===== config.mk =====
export PLATFORM = sky130hd
export DESIGN_NAME = line_follow_steering_controller
export DESIGN_NICKNAME = d
export VERILOG_FILES = /design/src/rtl/lfsc_pkg.sv /design/src/rtl/line_follow_steering_controller.sv /design/src/rtl/lfsc_ctrl.sv /design/src/rtl/lfsc_dpath.sv
export SDC_FILE = /design/constraint.sdc
export NUM_CORES = 1
export LEC_CHECK = 0
export BUFFER_PORTS_ARGS = -buffer_cell sky130_fd_sc_hd__buf_2
export CORE_MARGIN = 1
export CORE_UTILIZATION = 60
export CTS_BUF_LIST = sky130_fd_sc_hd__clkbuf_16
export DETAILED_ROUTE_END_ITERATION = 12
export PLACE_DENSITY = 0.77
export SETUP_SLACK_MARGIN = 0.02
export SYNTH_ARGS = -nofsm -noshare
export SYNTH_HDL_FRONTEND = slang
export SYNTH_HIERARCHICAL = 1
export SYNTH_SLANG_ARGS = --single-unit

===== constraint.sdc =====
create_clock -name clk -period 7.3 [get_ports clk]
set_clock_uncertainty 0.1 [all_clocks]
set_input_delay 1.46 -clock clk [delete_from_list [all_inputs] [get_ports clk]]
set_output_delay 1.46 -clock clk [all_outputs]
set_load 0.05 [all_outputs]

===== src/rtl/lfsc_pkg.sv =====
package lfsc_pkg;

	localparam int NUM_SENSORS = 8;
	localparam int SENSE_USED = (NUM_SENSORS < 8) ? NUM_SENSORS : 8;

	// Widths of the shared restoring divider.
	localparam int DIV_W = 20;
	localparam int DCNT_W = $clog2(DIV_W + 1);
	localparam int ERR_MAG_W = 7;

	localparam logic [11:0] BASE_DUTY_RST = 12'd680;
	localparam logic [8:0] STEER_GAIN_RST = 9'd55;
	localparam logic [7:0] LSCALE_NUM_RST = 8'd81;
	localparam logic [7:0] LSCALE_DEN_RST = 8'd100;
	localparam logic [11:0] DUTY_LIMIT_RST = 12'd3599;
	localparam logic [15:0] BEEP_ON_RST = 16'd150;
	localparam logic [15:0] BEEP_OFF_RST = 16'd350;

	localparam logic CMD_STEP = 1'b0;
	localparam logic CMD_TICK = 1'b1;

	typedef enum logic [2:0] {
		REG_BASE_DUTY = 3'd0,
		REG_STEER_GAIN = 3'd1,
		REG_LSCALE_NUM = 3'd2,
		REG_LSCALE_DEN = 3'd3,
		REG_DUTY_LIMIT = 3'd4,
		REG_BEEP_ON = 3'd5,
		REG_BEEP_OFF = 3'd6
	} reg_idx_t;

	typedef struct packed {
		logic command;
		logic [7:0] sensor_mask;
		logic load_present;
	} in_item_t;

	typedef struct packed {
		logic [11:0] left_duty;
		logic [11:0] right_duty;
		logic signed [3:0] line_error;
		logic beeper_on;
	} out_item_t;

	typedef struct packed {
		logic [11:0] base_duty;
		logic [8:0] steer_gain;
		logic [7:0] left_scale_num;
		logic [7:0] left_scale_den;
		logic [11:0] duty_limit;
		logic [15:0] beep_on_time;
		logic [15:0] beep_off_time;
	} cfg_t;

	typedef struct packed {
		logic latch;
		logic err_div_start;
		logic err_latch;
		logic turn;
		logic clamp;
		logic scale_mul;
		logic scale_div_start;
		logic div_step;
		logic commit;
	} dp_cmd_t;

	typedef struct packed {
		logic tick;
		logic load;
		logic cnt_zero;
		logic div_done;
	} dp_status_t;

endpackage


===== src/rtl/line_follow_steering_controller.sv =====
// Channel   Direction  Handshake              Payload
// in        input      in_valid / in_stall    in_data  (command, sensor_mask, load_present)
// out       output     out_valid / out_stall  out_data (left_duty, right_duty, line_error,
//                                                       beeper_on)
// cfg       input      cfg_valid / cfg_ready  cfg_index, cfg_data
//
// One item at a time. A tick, or a control step without a load, passes the decide state and
// goes to the finish state; a loaded step also runs the shared restoring divider: 7 steps for
// the line error (skipped with no sensor on the line) and 20 for the left scaling.
// Reset clears all steering and beeper state and loads the default register values.
// A new beat is taken the cycle after a result is formed; a finished item waits while a
// stalled result still holds the output register.
module line_follow_steering_controller (
	input logic clk,
	input logic arst_n,
	input logic in_valid,
	output logic in_stall,
	input lfsc_pkg::in_item_t in_data,
	output logic out_valid,
	input logic out_stall,
	output lfsc_pkg::out_item_t out_data,
	input logic cfg_valid,
	output logic cfg_ready,
	input logic [2:0] cfg_index,
	input logic [15:0] cfg_data
);
	import lfsc_pkg::*;

	cfg_t cfg_q;
	dp_cmd_t cmd;
	dp_status_t status;

	assign cfg_ready = 1'b1;

	always_ff @(posedge clk or negedge arst_n) begin
		if (!arst_n) begin
			cfg_q.base_duty <= BASE_DUTY_RST;
			cfg_q.steer_gain <= STEER_GAIN_RST;
			cfg_q.left_scale_num <= LSCALE_NUM_RST;
			cfg_q.left_scale_den <= LSCALE_DEN_RST;
			cfg_q.duty_limit <= DUTY_LIMIT_RST;
			cfg_q.beep_on_time <= BEEP_ON_RST;
			cfg_q.beep_off_time <= BEEP_OFF_RST;
		end else if (cfg_valid && cfg_ready) begin
			unique case (reg_idx_t'(cfg_index))
				REG_BASE_DUTY: cfg_q.base_duty <= cfg_data[11:0];
				REG_STEER_GAIN: cfg_q.steer_gain <= cfg_data[8:0];
				REG_LSCALE_NUM: cfg_q.left_scale_num <= cfg_data[7:0];
				REG_LSCALE_DEN: cfg_q.left_scale_den <= cfg_data[7:0];
				REG_DUTY_LIMIT: cfg_q.duty_limit <= cfg_data[11:0];
				REG_BEEP_ON: cfg_q.beep_on_time <= cfg_data;
				REG_BEEP_OFF: cfg_q.beep_off_time <= cfg_data;
				default: begin
				end
			endcase
		end
	end

	lfsc_ctrl u_ctrl (
		.clk(clk),
		.arst_n(arst_n),
		.in_valid(in_valid),
		.out_stall(out_stall),
		.status(status),
		.cmd(cmd),
		.in_stall(in_stall),
		.out_valid(out_valid)
	);

	lfsc_dpath u_dpath (
		.clk(clk),
		.arst_n(arst_n),
		.cfg(cfg_q),
		.in_data(in_data),
		.cmd(cmd),
		.status(status),
		.out_data(out_data)
	);

`ifndef SYNTH
	// The beeper only sounds while both wheels are stopped.
	a_beep_stopped: assert property (@(posedge clk) disable iff (!arst_n)
		(out_valid && out_data.beeper_on) |-> (out_data.left_duty == 12'd0 &&
			out_data.right_duty == 12'd0))
		else $error("beeper on with a wheel driven");

	// The held error never leaves -7..7.
	a_err_range: assert property (@(posedge clk) disable iff (!arst_n)
		out_valid |-> (out_data.line_error != 4'sb1000))
		else $error("line error out of range");

	// An accepted beat keeps the input side stalled until its result is formed.
	a_one_at_a_time: assert property (@(posedge clk) disable iff (!arst_n)
		(in_valid && !in_stall) |=> (in_stall && !cmd.commit))
		else $error("input accepted while an item is in flight");

	// The result register is never overwritten while a beat waits in it.
	a_no_overwrite: assert property (@(posedge clk) disable iff (!arst_n)
		cmd.commit |-> (!out_valid || !out_stall))
		else $error("result overwritten while stalled");
`endif

endmodule


===== src/rtl/lfsc_ctrl.sv =====
module lfsc_ctrl (
	input logic clk,
	input logic arst_n,
	input logic in_valid,
	input logic out_stall,
	input lfsc_pkg::dp_status_t status,
	output lfsc_pkg::dp_cmd_t cmd,
	output logic in_stall,
	output logic out_valid
);
	import lfsc_pkg::*;

	typedef enum logic [3:0] {
		S_IDLE,
		S_DECIDE,
		S_ERR_DIV,
		S_ERR,
		S_TURN,
		S_CLAMP,
		S_MUL,
		S_SDIV_START,
		S_SCALE_DIV,
		S_FINISH
	} state_t;

	state_t state_q, state_nxt;
	logic out_valid_q;
	logic out_free;

	assign out_free = !out_valid_q || !out_stall;
	assign in_stall = (state_q != S_IDLE);
	assign out_valid = out_valid_q;

	always_comb begin
		cmd = '0;
		state_nxt = state_q;
		unique case (state_q)
			S_IDLE: begin
				if (in_valid) begin
					cmd.latch = 1'b1;
					state_nxt = S_DECIDE;
				end
			end
			S_DECIDE: begin
				if (status.tick || !status.load) begin
					state_nxt = S_FINISH;
				end else if (status.cnt_zero) begin
					state_nxt = S_ERR;
				end else begin
					cmd.err_div_start = 1'b1;
					state_nxt = S_ERR_DIV;
				end
			end
			S_ERR_DIV: begin
				if (status.div_done) begin
					state_nxt = S_ERR;
				end else begin
					cmd.div_step = 1'b1;
				end
			end
			S_ERR: begin
				cmd.err_latch = 1'b1;
				state_nxt = S_TURN;
			end
			S_TURN: begin
				cmd.turn = 1'b1;
				state_nxt = S_CLAMP;
			end
			S_CLAMP: begin
				cmd.clamp = 1'b1;
				state_nxt = S_MUL;
			end
			S_MUL: begin
				cmd.scale_mul = 1'b1;
				state_nxt = S_SDIV_START;
			end
			S_SDIV_START: begin
				cmd.scale_div_start = 1'b1;
				state_nxt = S_SCALE_DIV;
			end
			S_SCALE_DIV: begin
				if (status.div_done) begin
					state_nxt = S_FINISH;
				end else begin
					cmd.div_step = 1'b1;
				end
			end
			S_FINISH: begin
				if (out_free) begin
					cmd.commit = 1'b1;
					state_nxt = S_IDLE;
				end
			end
			default: begin
				state_nxt = S_IDLE;
			end
		endcase
	end

	always_ff @(posedge clk or negedge arst_n) begin
		if (!arst_n) begin
			state_q <= S_IDLE;
			out_valid_q <= 1'b0;
		end else begin
			state_q <= state_nxt;
			if (cmd.commit) begin
				out_valid_q <= 1'b1;
			end else if (!out_stall) begin
				out_valid_q <= 1'b0;
			end
		end
	end

endmodule


===== src/rtl/lfsc_dpath.sv =====
module lfsc_dpath (
	input logic clk,
	input logic arst_n,
	input lfsc_pkg::cfg_t cfg,
	input lfsc_pkg::in_item_t in_data,
	input lfsc_pkg::dp_cmd_t cmd,
	output lfsc_pkg::dp_status_t status,
	output lfsc_pkg::out_item_t out_data
);
	import lfsc_pkg::*;

	in_item_t item_q;

	// Controller state that persists between items.
	logic signed [3:0] held_q;
	logic [11:0] left_q, right_q;
	logic loadf_q, beep_q;
	logic [15:0] elapsed_q;

	logic signed [3:0] err_q;
	logic signed [13:0] turn_q;
	logic [11:0] lraw_q, rraw_q;
	logic [DIV_W-1:0] prod_q;

	logic [DIV_W-1:0] quo_q;
	logic [7:0] rem_q, div_q;
	logic [DCNT_W-1:0] dcnt_q;

	out_item_t out_q;

	logic signed [7:0] sum;
	logic [3:0] cnt;
	logic sum_neg;
	logic [ERR_MAG_W-1:0] mag;

	logic [8:0] trial;
	logic trial_ge;

	logic [2:0] qclamp;
	logic signed [3:0] err_nxt;
	logic signed [13:0] gain_s, err_s;
	logic signed [14:0] base_s, lsum, rsum;
	logic [11:0] lcomp;

	logic signed [3:0] held_nxt;
	logic [11:0] left_nxt, right_nxt;
	logic loadf_nxt, beep_nxt, alert;
	logic [15:0] elapsed_nxt, elapsed_inc, phase;

	function automatic logic [11:0] clamp_duty(logic signed [14:0] v, logic [11:0] lim);
		logic [11:0] r;
		if (v < 15'sd0) begin
			r = 12'd0;
		end else if (v > $signed({3'b000, lim})) begin
			r = lim;
		end else begin
			r = v[11:0];
		end
		return r;
	endfunction

	// Weighted position sum and count of sensors that see the line.
	always_comb begin
		sum = '0;
		cnt = '0;
		for (int i = 0; i < SENSE_USED; i++) begin
			if (item_q.sensor_mask[i]) begin
				sum = sum + 8'(2 * i - (NUM_SENSORS - 1));
				cnt = cnt + 4'd1;
			end
		end
		sum_neg = sum[7];
		mag = ERR_MAG_W'(sum_neg ? -sum : sum);
	end

	assign trial = {rem_q, quo_q[DIV_W-1]};
	assign trial_ge = trial >= {1'b0, div_q};

	always_comb begin
		qclamp = (quo_q[ERR_MAG_W-1:0] > ERR_MAG_W'(7)) ? 3'd7 : quo_q[2:0];
		if (status.cnt_zero) begin
			err_nxt = held_q;
		end else if (sum_neg) begin
			err_nxt = 4'(4'd0 - {1'b0, qclamp});
		end else begin
			err_nxt = {1'b0, qclamp};
		end
	end

	assign gain_s = 14'(cfg.steer_gain);
	assign err_s = 14'(err_q);
	assign base_s = 15'(cfg.base_duty);
	assign lsum = base_s - 15'(turn_q);
	assign rsum = base_s + 15'(turn_q);

	always_comb begin
		if (cfg.left_scale_den == 8'd0) begin
			lcomp = cfg.duty_limit;
		end else if (quo_q > DIV_W'(cfg.duty_limit)) begin
			lcomp = cfg.duty_limit;
		end else begin
			lcomp = quo_q[11:0];
		end
	end

	// Next persistent state at the end of an item.
	always_comb begin
		held_nxt = held_q;
		left_nxt = left_q;
		right_nxt = right_q;
		loadf_nxt = loadf_q;
		beep_nxt = beep_q;
		elapsed_nxt = elapsed_q;
		elapsed_inc = (elapsed_q == 16'hFFFF) ? elapsed_q : elapsed_q + 16'd1;
		phase = beep_q ? cfg.beep_on_time : cfg.beep_off_time;
		alert = 1'b0;
		if (item_q.command == CMD_STEP) begin
			loadf_nxt = item_q.load_present;
			if (item_q.load_present) begin
				held_nxt = err_q;
				left_nxt = lcomp;
				right_nxt = rraw_q;
			end else begin
				left_nxt = 12'd0;
				right_nxt = 12'd0;
			end
			alert = loadf_nxt && (left_nxt == 12'd0) && (right_nxt == 12'd0);
			if (!alert) begin
				beep_nxt = 1'b0;
				elapsed_nxt = 16'd0;
			end
		end else begin
			alert = loadf_q && (left_q == 12'd0) && (right_q == 12'd0);
			if (!alert) begin
				beep_nxt = 1'b0;
				elapsed_nxt = 16'd0;
			end else if (elapsed_inc >= phase) begin
				beep_nxt = !beep_q;
				elapsed_nxt = 16'd0;
			end else begin
				elapsed_nxt = elapsed_inc;
			end
		end
	end

	assign status.tick = (item_q.command == CMD_TICK);
	assign status.load = item_q.load_present;
	assign status.cnt_zero = (cnt == 4'd0);
	assign status.div_done = (dcnt_q == '0);

	assign out_data = out_q;

	always_ff @(posedge clk or negedge arst_n) begin
		if (!arst_n) begin
			held_q <= '0;
			left_q <= '0;
			right_q <= '0;
			loadf_q <= 1'b0;
			beep_q <= 1'b0;
			elapsed_q <= '0;
			dcnt_q <= '0;
		end else begin
			if (cmd.commit) begin
				held_q <= held_nxt;
				left_q <= left_nxt;
				right_q <= right_nxt;
				loadf_q <= loadf_nxt;
				beep_q <= beep_nxt;
				elapsed_q <= elapsed_nxt;
			end
			if (cmd.err_div_start) begin
				dcnt_q <= DCNT_W'(ERR_MAG_W);
			end else if (cmd.scale_div_start) begin
				dcnt_q <= DCNT_W'(DIV_W);
			end else if (cmd.div_step) begin
				dcnt_q <= dcnt_q - 1'b1;
			end
		end
	end

	always_ff @(posedge clk) begin
		if (cmd.latch) begin
			item_q <= in_data;
		end
		if (cmd.err_latch) begin
			err_q <= err_nxt;
		end
		if (cmd.turn) begin
			turn_q <= gain_s * err_s;
		end
		if (cmd.clamp) begin
			lraw_q <= clamp_duty(lsum, cfg.duty_limit);
			rraw_q <= clamp_duty(rsum, cfg.duty_limit);
		end
		if (cmd.scale_mul) begin
			prod_q <= DIV_W'(lraw_q) * DIV_W'(cfg.left_scale_num);
		end
		// Restoring division, one quotient bit per step.
		if (cmd.err_div_start) begin
			quo_q <= {mag, {(DIV_W - ERR_MAG_W){1'b0}}};
			rem_q <= '0;
			div_q <= 8'(cnt);
		end else if (cmd.scale_div_start) begin
			quo_q <= prod_q;
			rem_q <= '0;
			div_q <= cfg.left_scale_den;
		end else if (cmd.div_step) begin
			quo_q <= {quo_q[DIV_W-2:0], trial_ge};
			rem_q <= trial_ge ? 8'(trial - {1'b0, div_q}) : trial[7:0];
		end
		if (cmd.commit) begin
			out_q.left_duty <= left_nxt;
			out_q.right_duty <= right_nxt;
			out_q.line_error <= held_nxt;
			out_q.beeper_on <= beep_nxt;
		end
	end

endmodule

======== Word level (Yosys, flattened, before mapping) ========
Index checks and enable logic that the tools add are counted.
operators by class
  $add $sub $neg .......................... 21
  $mul .................................... 2
  order comparisons ....................... 8
  eq/ne operators ......................... 22
  multiplexer cells ....................... 74
  bitwise operators ....................... 1
  reductions and logical operators ........ 35
operators by type and width
  kind                                                         count
  2-to-1 mux 12 bit                                            10
  2-to-1 mux 16 bit                                            6
  2-to-1 mux 4 bit                                             18
  2-to-1 mux 8 bit                                             9
  2-to-1 mux 20 bit                                            3
  zero test 12 bit                                             4
  case mux 4 bit (10 select lines)                             1
  greater-than comparator 15 x 13 -> 1 bit                     2
  less-than comparator 15 x 1 -> 1 bit, second input constant  2
  adder 4 x 1 -> 4 bit, second input constant                  6
  adder 8 x 4 -> 8 bit, second input constant                  3
  2-to-1 mux 1 bit                                             22
  greater-than comparator 20 x 12 -> 1 bit                     1
  multiplier 12 x 8 -> 20 bit                                  1
  AND reduction 2 bit                                          9
  adder 16 x 1 -> 16 bit, second input constant                1
  adder 8 x 3 -> 8 bit, second input constant                  2
  == test 16 bit, second input constant                        1
  == test 4 x 3 -> 1 bit, second input constant                4
  >= comparator 16 bit                                         1
  adder 13 x 14 -> 15 bit                                      1
  2-to-1 mux 5 bit                                             3
  subtractor 13 x 14 -> 15 bit                                 1
  multiplier 10 x 4 -> 14 bit                                  1
  32 further kinds                                             51
storage, ports and cells
  bits in registers ....................... 274
  bits of input ports ..................... 34
  output and inout bits ................... 32
  logic and storage cells ................. 196

======== Depth between registers and ports, before layout ========
  word-level depth ........................ 20
  mapped depth ............................ 26
  mapped depth without buffers ............ 24

======== Hierarchy ========
Netlist, hierarchy kept.
modules (own cells, without submodules)
  module                           instances  cells each  area each (sq um)  sequential area each (sq um)
  lfsc_dpath                       1          1802        16774.8            5139.9
  line_follow_steering_controller  1          178         3363.2             2067.0
  lfsc_ctrl                        1          51          435.4              125.1

======== Worst setup path before layout ========
Ideal clock, no wire load.
  path kind ............................... reg2reg
  start ................................... register u_dpath/item_q[3] in the netlist's numbering
  end ..................................... register u_dpath.quo_q[13] (enable)
  library setup time ...................... 289 ps
  arrival time ............................ 5147 ps
  data required time ...................... 6911 ps
  slack ................................... 1764 ps
  stages on the path, launching flop included .. 21
  buffers on the path ..................... 3
  period minus slack after synthesis ...... 5536 ps
  path through ............................ edfxtp_1 > buf_4 > inv_1 > fa_1 > buf_2 > xnor2_1 > inv_1 > ha_1 > mux2_2 > ha_1 > mux2_2 > ha_1 > mux2_2 > ha_1 > xnor2_1 > nand4b_1 > a21oi_2 > inv_1 > and4_1 > clkbuf_1 > or3_1
RTL lines
  element                 RTL line           RTL
  start, declared         lfsc_dpath.sv:12   in_item_t item_q;
  start signal, assigned  lfsc_dpath.sv:183  item_q <= in_data;
  end signal, assigned    lfsc_dpath.sv:200  quo_q <= {mag, {(DIV_W - ERR_MAG_W){1'b0}}};
  end signal, assigned    lfsc_dpath.sv:204  quo_q <= prod_q;
  end signal, assigned    lfsc_dpath.sv:208  quo_q <= {quo_q[DIV_W-2:0], trial_ge};
  end, declared           lfsc_dpath.sv:25   logic [DIV_W-1:0] quo_q;

==> flow_summary.yaml <==
outcome:
  status: "completed"
setup_path:
  cp.buffers_inverters: 3
  rr_endpoint: "u_dpath/quo_q[16]"
  cp_slowest_cell: "fa_1"
  path_max_fanout: 26
  cp-startpoint: "u_dpath/item_q[3]"
  crit_type: "flip-flop to flip-flop"
  worstSetupStartpointType: "flip-flop"
  critical-path-top-delay-family: "adder cells"
  crit_end: "u_dpath/quo_q[16]"
  worstRegToRegCells: 19
  r2r-start: "u_dpath/item_q[3]"
  cp_slowest_stage_delay_ns: 0.77
  crit_chain: "inv_1 > fa_1 > ha_1 > mux2_2 > ha_1 > mux2_2 > ha_1 > mux2_2 > ha_1 > mux2_2 > ha_1 > xnor2_1 > nand4b_1 > a21oi_2 > inv_1 > and4_1 > buf_4 > a211oi_1 > a21oi_1"
  path_common_cell: "ha_1"
  cp.arrival_ns: 6.71
  r2r_setup_slack_ns: 0.79
  crit_cells: 19
  end_kind: "flip-flop"
  required_ns: 7.50
clocking:
  clk_pin_slew_ns: 0.07
  htree_levels: 1
  tritoncts: "built"
  numCtsBuffers: 29
  post_cts_buffers: 0
  cts_buffer_depth: 3
  cts_resized: 0
  cts.sinks: 274
  root_buffer: "clkbuf_16"
  cts_hold_buf: 0
  clock_latency_ns: 0.58
detailed_routing:
  ant_nets: 0
  drt_wl_total_um: 47100
  wl_per_cell_um: 18.6
  drt_iter0_drc: 857
  drcViolationCount: 0
  vias: 14900
  vias_per_cell: 5.91
  first_pass_iters: 5
layout:
  drive_above_1_share: 0.150
  syn_to_final_growth_pct: 7.74
  fillers: 2600
  stdcell_count: 2528
  fin_nets: 2344
  layout_common_cells: "224 x nand2_1, 174 x inv_1, 173 x ha_1"
  final-seq-area_mm2: 0.00733
  layout_commonest_cell: "nand2_1"
  num_antenna_cells: 0
  multi_input_area_mm2: 0.0122
sta:
  max_freq_mhz: 154
  period_share: 0.892
  grt_setup_unrepaired: "no"
  timing.slew.headroom: 0.137
  fin_setup_tns_ns: 0
  setup-violations-final: 0
  holdWs_ns: 0.379
  finalMaxSlewViolations: 0
  fin_crit_ns: 6.51
  worst_pin_slew_ns: 1.29
  setup_slack_ns: 0.787
  hold_violations: 0
hold_path:
  timing.hold.worst.class: "flip-flop to flip-flop"
  min_from: "u_dpath/rem_q[7]"
run:
  drv_cap: 0
synthesis:
  synth_adder_area_share: 0.184
  yosys.area_share.simple: 0.155
  yosysWarnings: 6
  synth_top_family_by_area: "adder cells"
  synth-edff-count: 112
  netlist_area_mm2: 0.0206
  synth_ff_type: "edfxtp_1"
  synth_mux_area_frac: 0.0997
  synthCells: 2031
  syn_nets: 2318
  synth-compound-area-share: 0.109
  ys_types: 99
  async_reset_ff_frac: 0.500
  syn_area_per_cell_um2: 10.1
  synthXorXnorAreaFrac: 0.0451
  yosysSeqAreaShare: 0.356
  yosys_register_bits: 274
global_routing:
  overflow: 0
  grt_max_degree: 75
  grt_usage: 0.269
  antenna_found_initial: 0
  grt_pass1_wl_um: 76200
  grt_pass1_vias: 14700
power_and_ir_drop:
  leakagePower_uw: 0.00991
  swShare: 0.436
  p_comb_frac: 0.593
  p_switching_uw: 4530
  power_density_mw_per_mm2: 469
  power.share.clock: 0.146
  power_frac_seq: 0.261
  power.total_uw: 10400
  peakVddDrop_mv: 0.278
  intPower_uw: 5860
floorplan:
  io_pins: 66
  die_area_mm2: 0.0350
  core_mm2: 0.0336
  die_w_um: 187
  die_h_um: 187
  rows: 67
  initial_core_util: 0.612
placed_design:
  port_buffers: 64
  dp_cells: 2474
  dp_slack_ns: 0.821
  gp_congestion: 0.897
  dp_hpwl_um: 34900
[cell type report]
| class | count | share of cell area |
|---|---|---|
| timing repair buffer | 78 | 0.0195 |
| sequential | 274 | 0.331 |
| tap | 448 | 0.0253 |
| multi-input combinational | 1502 | 0.551 |
| clock buffer | 31 | 0.0350 |
| inverter | 172 | 0.0291 |
| clock inverter | 23 | 0.00937 |
[metal layers]
layer / share of wire / GRT usage / up-vias
met2: 0.49 / 0.459 / 387
met1: 0.43 / 0.360 / 7359
li1: - / - / 7107
met5: 0 / 0 / -
met3: 0.047 / 0.0287 / 94
met4: 0.030 / 0.0876 / 0
[per-stage QoR]
stage	instance area, um^2	util
floorplan	20600	-
global placement	21200	0.630
detailed placement	21200	0.630
CTS	22200	0.659
global route	22200	0.659
finish	22200	0.659
[synth_stat cells (54+ instances only)]
| master | number | share of area |
|---|---|---|
| a21oi_1 | 88 | 0.021 |
| and2_1 | 62 | 0.019 |
| clkbuf_1 | 54 | 0.0099 |
| dfrtp_1 | 105 | 0.13 |
| edfxtp_1 | 112 | 0.16 |
| fa_1 | 80 | 0.078 |
| ha_1 | 173 | 0.11 |
| inv_1 | 172 | 0.031 |
| mux2_2 | 75 | 0.041 |
| nand2_1 | 224 | 0.041 |
| nor2_1 | 118 | 0.022 |
| o21ai_0 | 113 | 0.027 |
| xnor2_1 | 64 | 0.027 |
[worst min path at each step]
| stage | end | depth (start not counted) |
|---|---|---|
| 2_1_floorplan | u_dpath/rem_q[7] | 2 |
| 3_3_place_gp | u_dpath/rem_q[7] | 2 |
| 3_5_place_dp | u_dpath/rem_q[7] | 2 |
| 4_1_cts | u_dpath/rem_q[7] | 2 |
| 5_1_grt | cfg_q[16] | 1 |
| 6_report | u_dpath/rem_q[7] | 2 |
[worst register-to-register path, cell delays in order, from the launching register on]
cell and delay, ns:
edfxtp_1 0.67, inv_1 0.21, fa_1 0.77, ha_1 0.31, mux2_2 0.30, ha_1 0.27, mux2_2 0.31, ha_1 0.31
mux2_2 0.29, ha_1 0.27, mux2_2 0.30, ha_1 0.22, xnor2_1 0.17, nand4b_1 0.13, a21oi_2 0.34, inv_1 0.14
and4_1 0.46, buf_4 0.35, a211oi_1 0.25, a21oi_1 0.08
[cells by family (layout without fill, tap and decap cells)]
logic type / count (synthesis) / in the layout
compound gates: 348 / 348
fa+ha+maj: 254 / 254
buf+inv: 255 / 304
mux: 172 / 172
simple gates: 629 / 629
flops: 274 / 274
xor+xnor: 98 / 98
other cells: 1 / 1
[sequential cells by signal, indices dropped and copies added (netlist names), 5 cells and up]
signal	count
u_dpath/prod_q	20
u_dpath/rem_q	8
u_dpath/quo_q	20
u_dpath/elapsed_q	16
u_dpath/left_q	12
u_dpath/turn_q	14
u_dpath/dcnt_q	5
u_dpath/item_q	8
u_dpath/right_q	12
cfg_q	81
u_dpath/rraw_q	12
u_dpath/lraw_q	12
u_dpath/div_q	8
u_dpath/out_data	29
[power by group through the flow]
| stage | combinational, uW | sequential, uW | clock, uW |
|---|---|---|---|
| after global placement | 5870 | 2710 | 0 |
| after CTS | 6160 | 2710 | 1540 |
| after detailed placement | 6100 | 2730 | 0 |
| final | 6160 | 2720 | 1510 |
| after global routing | 6890 | 2770 | 1600 |
| after floorplan | 4810 | 2670 | 0 |
(Power assumes the default switching activity.)
